--- src/lps_pkg.sv ---
package lps_pkg;

  localparam int unsigned CntW   = 13;
  localparam int unsigned FrameW = 5;
  localparam int unsigned PatW   = 2;
  localparam int unsigned LedW   = 8;

  localparam logic [CntW-1:0] MinPeriod   = CntW'(1500);
  localparam logic [CntW-1:0] MaxPeriod   = CntW'(5000);
  localparam logic [CntW-1:0] StartPeriod = CntW'(2000);
  localparam logic [CntW-1:0] PeriodStep  = CntW'(100);
  localparam logic [CntW-1:0] CountMax    = {CntW{1'b1}};

  typedef enum logic [1:0] {
    KEY_NONE   = 2'd0,
    KEY_FASTER = 2'd1,
    KEY_SLOWER = 2'd2,
    KEY_STOP   = 2'd3
  } key_e;

  typedef enum logic {
    FUNC_TICK  = 1'b0,
    FUNC_START = 1'b1
  } func_e;

  typedef enum logic [PatW-1:0] {
    PAT_BOUNCE   = 2'd0,
    PAT_CROSS    = 2'd1,
    PAT_BILLIARD = 2'd2,
    PAT_TENNIS   = 2'd3
  } pat_e;

  typedef struct packed {
    logic              run;
    logic [FrameW-1:0] frame;
    logic [CntW-1:0]   count;
  } lps_state_t;

  // Number of frames in one pass of each pattern.
  function automatic logic [FrameW:0] lps_pat_len(input logic [PatW-1:0] pat);
    logic [FrameW:0] len;
    unique case (pat)
      PAT_BOUNCE:   len = (FrameW+1)'(14);
      PAT_CROSS:    len = (FrameW+1)'(7);
      PAT_BILLIARD: len = (FrameW+1)'(23);
      default:      len = (FrameW+1)'(12);
    endcase
    return len;
  endfunction

endpackage

--- src/lps_if.sv ---
interface lps_in_if;
  import lps_pkg::*;
  logic       valid;
  logic       ready;
  logic       func;
  logic [1:0] key;

  modport source (output valid, output func, output key, input ready);
  modport sink   (input valid, input func, input key, output ready);
endinterface

interface lps_out_if;
  import lps_pkg::*;
  logic            valid;
  logic            ready;
  logic [LedW-1:0] leds;
  logic            running;
  logic [CntW-1:0] period_now;

  modport source (output valid, output leds, output running, output period_now,
                  input ready);
  modport sink   (input valid, input leds, input running, input period_now,
                  output ready);
endinterface

--- src/led_pattern_sequencer.sv ---
// An accepted input item waits in the input register; its result is written to the
// result register once that register is free or being taken, and is valid from then on.
// Throughput: one item per cycle while the result is not stalled; the dwell counter, frame index
// and period table entry update together, with an input and a result register.
// A stalled result holds the input register; the input side keeps flowing otherwise.
// Reset is asynchronous and active low: stopped, frame 0, count 0, pattern 0,
// all stored periods 2000.
module led_pattern_sequencer
  import lps_pkg::*;
(
  input  logic             clk_i,
  input  logic             rst_ni,
  input  logic             cfg_we_i,
  input  logic [PatW-1:0]  cfg_wdata_i,
  lps_in_if.sink           in_i,
  lps_out_if.source        out_o
);

  logic [PatW-1:0] pat_q;
  logic [CntW-1:0] period_q [4];
  lps_state_t      state_q, state_d;
  logic [CntW-1:0] period_d;

  logic            s1_valid_q;
  logic            func_q;
  logic [1:0]      key_q;

  logic            out_valid_q;
  logic [LedW-1:0] leds_q;
  logic            running_q;
  logic [CntW-1:0] period_now_q;

  logic            advance;
  logic [LedW-1:0] frame_leds;

  assign advance    = s1_valid_q && (!out_valid_q || out_o.ready);
  assign in_i.ready = !s1_valid_q || advance;

  always_ff @(posedge clk_i or negedge rst_ni) begin
    if (!rst_ni) begin
      pat_q <= PAT_BOUNCE;
    end else if (cfg_we_i) begin
      pat_q <= cfg_wdata_i;
    end
  end

  always_ff @(posedge clk_i or negedge rst_ni) begin
    if (!rst_ni) begin
      s1_valid_q <= 1'b0;
    end else if (in_i.ready) begin
      s1_valid_q <= in_i.valid;
    end
  end

  always_ff @(posedge clk_i) begin
    if (in_i.ready && in_i.valid) begin
      func_q <= in_i.func;
      key_q  <= in_i.key;
    end
  end

  lps_step u_step (
    .func_i   (func_q),
    .key_i    (key_q),
    .pat_i    (pat_q),
    .state_i  (state_q),
    .period_i (period_q[pat_q]),
    .state_o  (state_d),
    .period_o (period_d)
  );

  lps_frame_rom u_rom (
    .pat_i  (pat_q),
    .idx_i  (state_d.frame),
    .leds_o (frame_leds)
  );

  always_ff @(posedge clk_i or negedge rst_ni) begin
    if (!rst_ni) begin
      state_q <= '0;
      for (int i = 0; i < 4; i++) begin
        period_q[i] <= StartPeriod;
      end
    end else if (advance) begin
      state_q         <= state_d;
      period_q[pat_q] <= period_d;
    end
  end

  always_ff @(posedge clk_i or negedge rst_ni) begin
    if (!rst_ni) begin
      out_valid_q <= 1'b0;
    end else if (advance) begin
      out_valid_q <= 1'b1;
    end else if (out_o.ready) begin
      out_valid_q <= 1'b0;
    end
  end

  always_ff @(posedge clk_i) begin
    if (advance) begin
      leds_q       <= state_d.run ? frame_leds : '0;
      running_q    <= state_d.run;
      period_now_q <= period_d;
    end
  end

  assign out_o.valid      = out_valid_q;
  assign out_o.leds       = leds_q;
  assign out_o.running    = running_q;
  assign out_o.period_now = period_now_q;

  // A stopped sequence shows a dark row.
  a_dark_when_stopped: assert property (@(posedge clk_i) disable iff (!rst_ni)
    out_valid_q && !running_q |-> leds_q == '0)
    else $error("leds lit while stopped");

  a_period_range: assert property (@(posedge clk_i) disable iff (!rst_ni)
    out_valid_q |-> period_now_q >= MinPeriod && period_now_q <= MaxPeriod)
    else $error("stored period out of range");

  a_frame_bound: assert property (@(posedge clk_i) disable iff (!rst_ni)
    {1'b0, state_q.frame} < lps_pat_len(PAT_BILLIARD))
    else $error("frame index beyond longest pattern");

  // An item waiting behind a stalled result is neither lost nor changed.
  a_hold_input: assert property (@(posedge clk_i) disable iff (!rst_ni)
    s1_valid_q && !advance |=> s1_valid_q && $stable(func_q) && $stable(key_q))
    else $error("input item dropped while stalled");

endmodule

--- src/lps_frame_rom.sv ---
module lps_frame_rom
  import lps_pkg::*;
(
  input  logic [PatW-1:0]   pat_i,
  input  logic [FrameW-1:0] idx_i,
  output logic [LedW-1:0]   leds_o
);

  logic [FrameW-1:0] idx_sel;
  logic [3:0]        back_shift;

  // An index beyond the end of the selected pattern shows its first frame.
  assign idx_sel    = ({1'b0, idx_i} < lps_pat_len(pat_i)) ? idx_i : '0;
  assign back_shift = 4'd14 - idx_sel[3:0];

  always_comb begin
    leds_o = '0;
    unique case (pat_i)
      PAT_BOUNCE: begin
        // Light walks up to the left end, then back down to bit 1.
        if (idx_sel <= FrameW'(7)) begin
          leds_o = LedW'(1) << idx_sel[2:0];
        end else begin
          leds_o = LedW'(1) << back_shift[2:0];
        end
      end
      PAT_CROSS: begin
        unique case (idx_sel)
          5'd0:    leds_o = 8'h81;
          5'd1:    leds_o = 8'h42;
          5'd2:    leds_o = 8'h24;
          5'd3:    leds_o = 8'h18;
          5'd4:    leds_o = 8'h18;
          5'd5:    leds_o = 8'h24;
          default: leds_o = 8'h42;
        endcase
      end
      PAT_BILLIARD: begin
        unique case (idx_sel)
          5'd0:    leds_o = 8'h08;
          5'd1:    leds_o = 8'h09;
          5'd2:    leds_o = 8'h09;
          5'd3:    leds_o = 8'h0B;
          5'd4:    leds_o = 8'h0B;
          5'd5:    leds_o = 8'h09;
          5'd6:    leds_o = 8'h09;
          5'd7:    leds_o = 8'h08;
          5'd8:    leds_o = 8'h08;
          5'd9:    leds_o = 8'h09;
          5'd10:   leds_o = 8'h09;
          5'd11:   leds_o = 8'h0B;
          5'd12:   leds_o = 8'h0B;
          5'd13:   leds_o = 8'h09;
          5'd14:   leds_o = 8'h08;
          5'd15:   leds_o = 8'h09;
          5'd16:   leds_o = 8'h0B;
          5'd17:   leds_o = 8'h0F;
          5'd18:   leds_o = 8'h17;
          5'd19:   leds_o = 8'h23;
          5'd20:   leds_o = 8'h41;
          5'd21:   leds_o = 8'h80;
          default: leds_o = 8'h00;
        endcase
      end
      default: begin
        unique case (idx_sel)
          5'd0:    leds_o = 8'h85;
          5'd1:    leds_o = 8'h86;
          5'd2:    leds_o = 8'h89;
          5'd3:    leds_o = 8'h89;
          5'd4:    leds_o = 8'h91;
          5'd5:    leds_o = 8'h91;
          5'd6:    leds_o = 8'hA1;
          5'd7:    leds_o = 8'h61;
          5'd8:    leds_o = 8'h91;
          5'd9:    leds_o = 8'h91;
          5'd10:   leds_o = 8'h89;
          default: leds_o = 8'h89;
        endcase
      end
    endcase
  end

endmodule

--- src/lps_step.sv ---
module lps_step
  import lps_pkg::*;
(
  input  logic            func_i,
  input  logic [1:0]      key_i,
  input  logic [PatW-1:0] pat_i,
  input  lps_state_t      state_i,
  input  logic [CntW-1:0] period_i,
  output lps_state_t      state_o,
  output logic [CntW-1:0] period_o
);

  logic [CntW-1:0] cnt_dec;
  logic [CntW-1:0] cnt_key;
  logic [CntW:0]   cnt_sum;
  logic [CntW-1:0] p_key;
  logic [FrameW:0] frame_inc;
  logic            stop;

  assign cnt_dec   = (state_i.count != '0) ? state_i.count - CntW'(1) : '0;
  assign cnt_sum   = {1'b0, cnt_dec} + {1'b0, PeriodStep};
  assign frame_inc = {1'b0, state_i.frame} + (FrameW+1)'(1);

  always_comb begin
    p_key   = period_i;
    cnt_key = cnt_dec;
    stop    = 1'b0;
    unique case (key_e'(key_i))
      KEY_FASTER: begin
        if (period_i > MinPeriod) begin
          p_key = (period_i - MinPeriod > PeriodStep) ? period_i - PeriodStep : MinPeriod;
        end
        if (cnt_dec > MinPeriod) begin
          cnt_key = (cnt_dec > PeriodStep) ? cnt_dec - PeriodStep : '0;
        end
      end
      KEY_SLOWER: begin
        if (period_i < MaxPeriod) begin
          p_key = (MaxPeriod - period_i > PeriodStep) ? period_i + PeriodStep : MaxPeriod;
        end
        if (cnt_dec < MaxPeriod) begin
          cnt_key = (cnt_sum > {1'b0, CountMax}) ? CountMax : cnt_sum[CntW-1:0];
        end
      end
      KEY_STOP: begin
        stop = 1'b1;
      end
      default: begin
      end
    endcase
  end

  always_comb begin
    state_o  = state_i;
    period_o = period_i;
    if (func_e'(func_i) == FUNC_START) begin
      state_o.run   = 1'b1;
      state_o.frame = '0;
      state_o.count = period_i;
    end else if (state_i.run) begin
      period_o      = p_key;
      state_o.count = cnt_key;
      if (stop) begin
        state_o.run = 1'b0;
      end else if (cnt_key == '0) begin
        // Dwell over: step to the next frame and reload from the new period.
        state_o.frame = (frame_inc >= lps_pat_len(pat_i)) ? '0 : frame_inc[FrameW-1:0];
        state_o.count = p_key;
      end
    end
  end

endmodule
--- src/flat_wrapper.sv ---
// flat-port wrapper written by rule: the top's interface ports become plain ports
module led_pattern_sequencer_flat import lps_pkg::*;
  (clk_i, rst_ni, cfg_we_i, cfg_wdata_i, in_i_valid, in_i_func, in_i_key, in_i_ready, out_o_valid, out_o_leds, out_o_running, out_o_period_now, out_o_ready);
  lps_in_if in_i_i ();
  lps_out_if out_o_i ();
  input  logic clk_i;
  input  logic rst_ni;
  input  logic cfg_we_i;
  input  logic [PatW-1:0] cfg_wdata_i;
  input wire logic [$bits(in_i_i.valid)-1:0] in_i_valid;
  input wire logic [$bits(in_i_i.func)-1:0] in_i_func;
  input wire logic [$bits(in_i_i.key)-1:0] in_i_key;
  output wire logic [$bits(in_i_i.ready)-1:0] in_i_ready;
  output wire logic [$bits(out_o_i.valid)-1:0] out_o_valid;
  output wire logic [$bits(out_o_i.leds)-1:0] out_o_leds;
  output wire logic [$bits(out_o_i.running)-1:0] out_o_running;
  output wire logic [$bits(out_o_i.period_now)-1:0] out_o_period_now;
  input wire logic [$bits(out_o_i.ready)-1:0] out_o_ready;
  assign in_i_i.valid = in_i_valid;
  assign in_i_i.func = in_i_func;
  assign in_i_i.key = in_i_key;
  assign in_i_ready = in_i_i.ready;
  assign out_o_valid = out_o_i.valid;
  assign out_o_leds = out_o_i.leds;
  assign out_o_running = out_o_i.running;
  assign out_o_period_now = out_o_i.period_now;
  assign out_o_i.ready = out_o_ready;
  led_pattern_sequencer u_core (.clk_i(clk_i), .rst_ni(rst_ni), .cfg_we_i(cfg_we_i), .cfg_wdata_i(cfg_wdata_i), .in_i(in_i_i), .out_o(out_o_i));
endmodule
--- config.mk ---
export PLATFORM = sky130hd
export DESIGN_NAME = led_pattern_sequencer_flat
export DESIGN_NICKNAME = d
export VERILOG_FILES = /design/src/lps_pkg.sv /design/src/lps_if.sv /design/src/led_pattern_sequencer.sv /design/src/lps_frame_rom.sv /design/src/lps_step.sv /design/src/flat_wrapper.sv
export SDC_FILE = /design/constraint.sdc
export NUM_CORES = 1
export LEC_CHECK = 0
export BUFFER_PORTS_ARGS = -buffer_cell sky130_fd_sc_hd__buf_2
export CAP_MARGIN = 30
export CORE_ASPECT_RATIO = 2
export CORE_MARGIN = 2
export CORE_UTILIZATION = 47
export DETAILED_ROUTE_END_ITERATION = 8
export HOLD_SLACK_MARGIN = 0.15
export MAX_ROUTING_LAYER = met4
export PLACE_DENSITY = 0.69
export SKIP_CTS_REPAIR_TIMING = 1
export SLEW_MARGIN = 20
export SYNTH_ARGS = -nofsm -noshare
export SYNTH_HDL_FRONTEND = slang
export SYNTH_HIERARCHICAL = 1
export SYNTH_SLANG_ARGS = --single-unit
--- constraint.sdc ---
create_clock -name clk_i -period 7.6 [get_ports clk_i]
set_input_delay 0.38 -clock clk_i [delete_from_list [all_inputs] [get_ports clk_i]]
set_output_delay 0.38 -clock clk_i [all_outputs]
set_load 0.05 [all_outputs]
==> results of run 1 <==
-- power breakdown --
group / internal [W] / switching, W / leakage [nW]
logic: 0.000600 / 0.00105 / 2.39
clock network: 0.000232 / 0.000217 / 0.140
registers: 0.000698 / 0.000111 / 1.17
total: 0.00153 / 0.00137 / 3.70
-- final timing paths --
| kind | start | endpoint | slack [ns] | cells past startpoint |
|---|---|---|---|---|
| worst max-delay path | u_core/state_q[0]$_DFFE_PN0P_ | u_core/out_o.leds[3]$_SDFFCE_PN0P_ | 0.27 | 27 |
| worst min-delay path | in_i_func | u_core/func_q$_DFFE_PP_ | 0.22 | 1 |
| worst max register to register | u_core/state_q[0]$_DFFE_PN0P_ | u_core/out_o.leds[3]$_SDFFCE_PN0P_ | 0.27 | 27 |
| worst min register to register | u_core/period_q[27]$_DFFE_PN0P_ | u_core/period_q[27]$_DFFE_PN0P_ | 0.51 | 1 |
| max in group asynchronous | rst_ni | u_core/period_q[43]$_DFFE_PN1P_ | 6.46 | 4 |
| min in group asynchronous | rst_ni | u_core/state_q[13]$_DFFE_PN0P_ | 0.52 | 3 |
-- per-stage QoR --
stage	utilization, %	cells	power [W]	worst slack, ns
CTS	51.8	1098	0.00285	0.347
finish	52.3	1104	0.00291	0.269
floorplan	-	860	0.00198	0.848
global route	52.3	1104	0.00307	-0.00826
detailed placement	50.1	1082	0.00239	0.364
global placement	50.1	1082	0.00238	0.582
-- cells in the mapped netlist, types with 8 or more instances --
master    instances
and2_1           12
a211oi_1         11
dfrtp_1          51
mux2_2           74
ha_1             33
nor3_1           18
and3_1           12
o211ai_1          8
nand3_1          24
inv_1            35
buf_2            10
xnor2_1          10
nand3b_1          8
o31ai_1          13
clkbuf_1         34
a21oi_1          35
nand2_1          74
mux4_2           13
a31oi_1          27
nor2_1           50
mux2i_1          13
nand2b_1         12
edfxtp_1         25
o21ai_0          41
a22oi_1           9
dfstp_2          24
o22ai_1          14
-- metal layers --
metal	up-vias	global-route usage (%)	share of wire (%)	wire, um
li1	3326	-	-	-
met1	3542	32.7	41	9680
met2	329	44.6	50	11900
met3	52	2.02	5.6	1330
met4	0	9.37	3.1	735
met5	-	-	0	0
-- area by class of cell --
type / count / share of cell area, %
multi-input combinational: 667 / 57.0
clock inverter: 6 / 0.714
clock buffer: 10 / 2.56
timing repair buffer: 73 / 5.50
inverter: 38 / 1.60
sequential: 100 / 29.7
tap: 210 / 2.94
-- worst max-delay path, cell delays in order (launching register included) --
cell	delay [ns]
dfrtp_1	0.47
inv_1	0.10
ha_1	0.28
or3b_2	0.53
nor4_4	0.37
buf_4	0.20
a21oi_2	0.07
o21a_2	0.25
a2111oi_0	0.48
mux2_1	0.41
a221oi_2	0.39
nand3b_1	0.18
nor4_4	0.44
nand3_4	0.19
mux2i_1	0.26
ha_1	0.30
a21o_1	0.22
a41oi_2	0.20
and2_2	0.18
nand2_1	0.09
inv_1	0.11
ha_1	0.18
ha_1	0.22
o21ai_0	0.11
a21boi_0	0.23
a221oi_1	0.35
a22oi_1	0.09
and2_1	0.18
-- sequential cells by signal, summed over array words and instances, names as in the netlist --
signal                   cells
u_core/key_q                 2
u_core/func_q                1
u_core/state_q              19
u_core/pat_q                 2
u_core/out_o.leds            8
u_core/out_o.period_now     13
u_core/period_q             52
u_core/s1_valid_q            1
u_core/out_o.valid           1
u_core/out_o.running         1
-- logic make-up after synthesis --
group,share of synthesized area (%)
fa+ha+maj,5.07
mux,15.9
xor+xnor,1.40
flops,32.6
simple gates,18.8
compound gates,21.1
buf+inv,5.10
==> results.md, run 1 <==
* Status: complete, no violations
* Top cell type's share of synthesized area at 15.7%
* Sequential Area at 2660 um2
* Setup Viol. Count Final at 0
* Setup crit start kind: flop
* GRT Total Usage at 26.2%
* Grt ovf at 0
* Vias at 7249
* DR iter-0 viols at 684
* Vias in the first global route at 7183
* Placed cell areas at 8560 um2
* Final WL at 23700 um
* DIE WIDTH at 97.1 um
* Max-Cap Viols at 0
* Hold Slack at 0.220 ns
* Core Area at 17100 um2
* HP Class: input pin to flop
* Register area share after synthesis at 32.6%
* Filler cells at 1548
* Crit path kind: flop to flop
* Die height at 190 um
* Final Hold Viols at 0
* Actual slew at the worst max-slew pin at 0.914 ns
* Synth Register Bits at 100
* Static Leak at 3.70 nW
* Largest net degree at the start of global routing at 76
* CTS root buf: clkbuf_16
* Worst skew pair latency at 0.35 ns
* Number of flops mapped to enable cells by yosys at 25
* Design area at 8940 um2
* Arrival @ worst endpoint at 7.43 ns
* Post-synth ARST share at 75.0%
* Peak VDD IR at 0.216 mV
* Share of post-route cells with drive strength above 1 at 27.3%
* Most used DFF post-synth: dfrtp_1
* Dominant cell type by area after synthesis: dfrtp_1
* Area occupied by multi-input gates at 5090 um2
* H-Tree Depth at 3
* Initial Utilization at 47.7%
* Via-to-Cell Ratio at 6.57
* Syn_area_per_cell at 9.48 um2
* Cell variety after synth at 97
* Final ANT Viol Nets at 0
* PwrDens at 325 nW/um2
* Fin crit period at 7.33 ns
* Slew Viols, Final at 0
* Initial antenna violation count at 0
* First-pass GRT wire length at 38200 um
* Max frequency at 136 MHz
* Post-synthesis instance area at 8150 um2
* Layout Skew at 0.0128 ns
* Synth warn at 6
* Area delta synth->final at 9.65%
* Clock slew at reported path FFs at 0.08 ns
* Final worst path period share at 96.5%
* Most frequent cells in the layout: 74 x nand2_1, 74 x mux2_2, 51 x dfrtp_1
* N_diodes at 0
* DPL Wire Length at 17200 um
* Per-cell routed wire length at 21.4 um
* Rows at 68
* Die Area at 18500 um2
* CTS tree: built
* Drt drc at 0
* Clock Sinks at 100
* Post-synthesis cell count at 860
* Placer congestion estimate at 0.945
* Syn_nets at 903
* Final nets at 932
* Total negative slack at 0 ns
* CTS max path bufs at 2
* Io pins at 34
* Slew margin rel. at 38.9%
* Crit end category: flop
* Top cells by area, synth: dfrtp_1 16%, mux2_2 10%, edfxtp_1 9.2%
* Required time worst endpoint at 7.69 ns
* Cts bufs inserted at 9
* Port buffer count at 33
* Crit path max fanout at 9
* Drt pass-1 iters at 6
Power figures use the tool's default switching activity.
==> run 2: changes to the inputs <==
SYNTH_HIERARCHICAL = not set   (was 1)
==> run 2 against run 1 <==
  * Design area up 6.5%
  * Global-route usage rose by 1.2 points
  * Largest cell class unchanged
  * Largest power group unchanged
  * Flip-flop and latch count unchanged
  * Clock-buffer cell count fell by 1
  * Clock skew down 0.0053 ns
==> results.md, run 2 <==
* Status: complete, no violations
* Placer congestion estimate at 1.00
* Post-synthesis instance area at 8380 um2
* Final Hold Viols at 0
* Via-to-Cell Ratio at 6.70
* NetSw at 0.00121 W
* Final worst path period share at 98.2%
* Final nets at 1019
* Vias at 7999
* Peak VDD IR at 0.179 mV
* Max reg flops at 52
* HP Class: input pin to flop
* Fin crit period at 7.46 ns
* Comb power frac at 52.8%
* Actual slew at the worst max-slew pin at 0.899 ns
* Crit path kind: flop to flop
* Max frequency at 134 MHz
* Post-synthesis cell count at 935
* Drt pass-1 iters at 6
* Leading cell type by number of instances after synthesis: nand2_1
* Grt ovf at 0
* DR iter-0 viols at 638
* Sw Ratio at 42.8%
* Crit end category: flop
* Worst skew pair latency at 0.36 ns
* N_diodes at 0
* Final WL at 25400 um
* CTS tree: built
* Top reg by flops: u_core.period_q
* DPL Wire Length at 18300 um
* Top cells by area, synth: dfrtp_1 15%, edfxtp_1 9.0%, dfstp_2 7.5%
* Initial antenna violation count at 0
* Cts bufs inserted at 9
* Total negative slack at 0 ns
* Core Area at 17600 um2
* Io pins at 34
* Total power at 0.00282 W
* Share of post-route cells with drive strength above 1 at 24.5%
* Required time worst endpoint at 7.70 ns
* Met1 WL at 10500 um
* Placed cells at 1163
* Port buffer count at 33
* Area delta synth->final at 13.7%
* Commonest non-fill, non-tap cell in the layout: nand2_1
* H-Tree Depth at 3
* Post-synth ARST share at 75.0%
* Syn_area_per_cell at 8.96 um2
* Synth Register Bits at 100
* Slew margin rel. at 40.1%
* Most used DFF post-synth: dfrtp_1
* Static Leak at 3.81 nW
* P_int at 0.00161 W
* Clk network pwr share at 19.2%
* Vias in the first global route at 7591
* Layout Skew at 0.00754 ns
* List of most frequent post-synthesis cells: 97 x nand2_1, 66 x nor2_1, 65 x o21ai_0
* Initial Utilization at 47.6%
* CTS max path bufs at 2
* Reg power frac at 27.9%
* Number of flops mapped to enable cells by yosys at 25
* Final ANT Viol Nets at 0
* Uppermost layer routed: met4
* Clock Sinks at 100
* Die Area at 19000 um2
* Largest net degree at the start of global routing at 76
* Top cell type's share of synthesized area at 15.2%
* CTS root buf: clkbuf_16
* Register area share after synthesis at 31.7%
* Hold Slack at 0.192 ns
* Slowest Stage Delay on Critical Path at 0.58 ns
* CP max stage cell: or4_4
* Rows at 69
* Clock slew at reported path FFs at 0.07 ns
* Arrival @ worst endpoint at 7.56 ns
* WL met2 at 12600 um
* Max-Cap Viols at 0
* Die height at 193 um
* Cell variety after synth at 105
* First-pass GRT wire length at 40600 um
* Per-cell routed wire length at 21.3 um
* GRT Total Usage at 27.3%
* Final Non-Filler Cells at 1194
* Crit path max fanout at 7
* Slew Viols, Final at 0
* Dominant cell type by area after synthesis: dfrtp_1
* Setup crit start kind: flop
* Synth warn at 0
* Drt drc at 0
* Most frequent cells in the layout: 96 x nand2_1, 65 x o21ai_0, 64 x nor2_1
* Setup Viol. Count Final at 0
* DIE WIDTH at 98.4 um
* Syn_nets at 977
* Met3 WL at 1310 um
* PwrDens at 296 nW/um2
[run 2: changes by cell type after synthesis, sizes merged, moves of 8 or more]
cell	delta
a21oi	+12
a31oi	-20
mux2	-27
mux2i	+11
nand2	+21
nand4	+12
nor2	+16
nor4	+8
o21ai	+31
o22ai	-8
o31ai	-11
[run 2: worst max-delay path, delay by kind of cell, from the launching register on]
family	cells	cell delay, ns
AO/OA/AOI/OAI	7	1.69
adder cells (fa/ha/maj)	3	0.48
buffers and inverters	4	0.32
flip-flops	1	0.38
multiplexers	4	1.03
AND/OR/NAND/NOR	13	3.28
[run 2: path summary, 6_finish.rpt]
kind / start / end / slack [ns] / cells after the start
min reg2reg: u_core.period_q[26]$_DFFE_PN0P_ / u_core.period_q[26]$_DFFE_PN0P_ / 0.48 / 2
max reg2reg: u_core.state_q[12]$_DFFE_PN0P_ / u_core.out_o.leds[0]$_SDFFCE_PN0P_ / 0.14 / 31
max in group asynchronous: rst_ni / u_core.period_q[19]$_DFFE_PN1P_ / 6.45 / 3
min: in_i_key[1] / u_core.key_q[1]$_DFFE_PP_ / 0.19 / 1
min in group asynchronous: rst_ni / u_core.state_q[2]$_DFFE_PN0P_ / 0.49 / 2
max: u_core.state_q[12]$_DFFE_PN0P_ / u_core.out_o.leds[0]$_SDFFCE_PN0P_ / 0.14 / 31
[run 2: power groups by stage]
stage          clock network, W  logic, W  registers (W)
3_5_place_dp                  0   0.00139       0.000796
3_3_place_gp                  0   0.00138       0.000790
2_1_floorplan                 0  0.000954       0.000854
4_1_cts                0.000549   0.00140       0.000787
6_report               0.000541   0.00149       0.000787
5_1_grt                0.000564   0.00161       0.000803
[run 2: layer usage]
layer | vias up | global-route usage, %
li1 | 3619 | -
met1 | 3943 | 34.7
met2 | 364 | 44.0
met3 | 73 | 3.04
met4 | 0 | 12.4
met5 | - | -
[run 2: metrics by stage]
stage	setup slack [ns]	cell area [um2]	utilization (%)
global route	-0.107	9520	54.1
floorplan	0.0894	8380	-
global placement	0.400	8850	50.2
detailed placement	0.144	8860	50.3
CTS	0.124	9200	52.2
finish	0.136	9520	54.1
[run 2: layout make-up]
cell class / count / area (um2)
clock buffers: 9 / 225
clock inverters: 6 / 119
fillers: 1643 / 8090
inverters: 43 / 169
multi-input cells: 737 / 5500
flip-flops and latches: 100 / 2660
well taps: 213 / 267
repair buffers: 86 / 588
[run 2: logic make-up (layout without fill, tap and decap cells)]
logic type | after synthesis | in the layout | synth area share, %
xor gates and xnor gates | 18 | 18 | 1.88
DFF | 100 | 100 | 31.7
and+or+nand+nor | 326 | 326 | 21.0
AOI/OAI and AO/OA | 277 | 277 | 23.5
muxes | 83 | 83 | 12.2
buffers and inverters | 98 | 144 | 4.70
adders and majority gates | 33 | 33 | 4.90
==> run 3: changes to the inputs <==
CORE_UTILIZATION = 30   (was 47)
PLACE_DENSITY = 0.51   (was 0.69)
==> run 3 against run 2 <==
  * Worst setup slack improved by 0.036 ns
  * Clock power fell by 14%
  * Routed wire length rose by 14%
==> results.md, run 3 (same netlist as run 2, synthesis figures left out) <==
* Final Hold Viols at 0
* Static Leak at 3.84 nW
* Worst skew pair latency at 0.38 ns
* Placer congestion estimate at 0.972
* Die height at 240 um
* Rows at 86
* P_int at 0.00153 W
* Slew Viols, Final at 0
* Reg power frac at 28.3%
* RSZ-0062 raised after global routing: yes
* Status: complete, no violations
* DR iter-0 viols at 461
* Peak VDD IR at 0.197 mV
* Final nets at 1029
* Crit path max fanout at 7
* Port buffer count at 33
* HP Class: input pin to flop
* Final worst path period share at 97.7%
* Max frequency at 135 MHz
* Vias at 7918
* Drt drc at 0
* Final WL at 28900 um
* CTS tree: built
* Placed cells at 1310
* Setup crit start kind: flop
* Drt pass-1 iters at 5
* Max-Cap Viols at 0
* Cts bufs inserted at 9
* Final Non-Filler Cells at 1344
* Io pins at 34
* Setup Viol. Count Final at 0
* Grt ovf at 0
* Clock slew at reported path FFs at 0.07 ns
* Setup WS pre-CTS at 0.110 ns
* Largest net degree at the start of global routing at 50
* Fin crit period at 7.43 ns
* Sw Ratio at 44.8%
* CTS max path bufs at 2
* Required time worst endpoint at 7.72 ns
* Slowest Stage Delay on Critical Path at 0.59 ns
* Vias in the first global route at 7901
* Clk network pwr share at 16.7%
* Per-cell routed wire length at 21.5 um
* PwrDens at 285 nW/um2
* Max reg flops at 52
* Top reg by flops: u_core.period_q
* Total power at 0.00277 W
* CTS root buf: clkbuf_16
* First-pass GRT wire length at 43900 um
* CP max stage cell: or4_4
* Commonest non-fill, non-tap cell in the layout: nand2_1
* Actual slew at the worst max-slew pin at 1.15 ns
* N_diodes at 0
* Crit path kind: flop to flop
* CP dominant cell by count: ha_4
* Die Area at 29400 um2
* Core Area at 27500 um2
* Arrival @ worst endpoint at 7.55 ns
* Area delta synth->final at 16.3%
* H-Tree Depth at 3
* DIE WIDTH at 122 um
* Slew margin rel. at 21.3%
* Initial antenna violation count at 0
* DPL Wire Length at 22000 um
* Via-to-Cell Ratio at 5.89
* Post-route setup slack at 0.172 ns
* GRT Total Usage at 20.2%
* Comb power frac at 55.0%
* Share of post-route cells with drive strength above 1 at 25.7%
* Initial Utilization at 30.4%
* Layout Skew at 0.0102 ns
* Clock Sinks at 100
* Final ANT Viol Nets at 0
* NetSw at 0.00124 W
* Crit end category: flop
* Most frequent cells in the layout: 96 x nand2_1, 65 x o21ai_0, 64 x nor2_1
[run 3: worst max-delay path, delay by kind of cell, from the launching register on]
kind | cells | cell delay, ns
simple gates | 10 | 2.71
mux | 4 | 0.91
buf+inv | 5 | 0.51
flops | 1 | 0.38
compound gates | 8 | 1.74
fa+ha+maj | 4 | 0.89
[run 3: per-stage QoR]
stage	hold slack, ns	setup TNS [ns]	util (%)	instance area, um2
2_1_floorplan	0.0844	0	-	8380
3_3_place_gp	0.328	0	33.0	9080
3_5_place_dp	0.331	0	33.0	9090
4_1_cts	-0.0809	0	34.1	9390
5_1_grt	0.173	-0.324	35.4	9740
6_report	0.182	0	35.4	9740
[run 3: area by class of cell]
class / instances / area (um2)
multi-input cells: 737 / 5530
fillers: 2949 / 17800
well taps: 352 / 440
inverters: 43 / 170
flip-flops and latches: 100 / 2660
clock inverters: 5 / 42.5
clock buffers: 11 / 253
repair buffers: 96 / 647
[run 3: path summary, 6_finish.rpt]
check / depth (start not counted) / endpoint / from / slack [ns]
worst max-delay path: 31 / u_core.out_o.leds[5]$_SDFFCE_PN0P_ / u_core.state_q[12]$_DFFE_PN0P_ / 0.17
worst min-delay path: 1 / u_core.key_q[0]$_DFFE_PP_ / in_i_key[0] / 0.18
worst max register to register: 31 / u_core.out_o.leds[5]$_SDFFCE_PN0P_ / u_core.state_q[12]$_DFFE_PN0P_ / 0.17
worst min register to register: 2 / u_core.period_q[0]$_DFFE_PN0P_ / u_core.period_q[0]$_DFFE_PN0P_ / 0.48
max in group asynchronous: 3 / u_core.state_q[17]$_DFFE_PN0P_ / rst_ni / 6.14
min in group asynchronous: 2 / u_core.period_q[12]$_DFFE_PN0P_ / rst_ni / 0.47
[run 3: routing by layer]
metal | wire length [um] | GRT usage, % | share of wire, %
met1 | 10000 | 18.6 | 35
met2 | 15900 | 37.3 | 55
met3 | 914 | 2.42 | 3.2
met4 | 2150 | 15.0 | 7.4
met5 | 0 | - | 0
[run 3: power groups by stage]
| stage | clock (W) | combinational, W | sequential, W |
|---|---|---|---|
| after detailed placement | 0 | 0.00144 | 0.000794 |
| final | 0.000464 | 0.00153 | 0.000785 |
| after floorplan | 0 | 0.000954 | 0.000854 |
| after global routing | 0.000493 | 0.00164 | 0.000800 |
| after global placement | 0 | 0.00144 | 0.000789 |
| after CTS | 0.000479 | 0.00145 | 0.000784 |
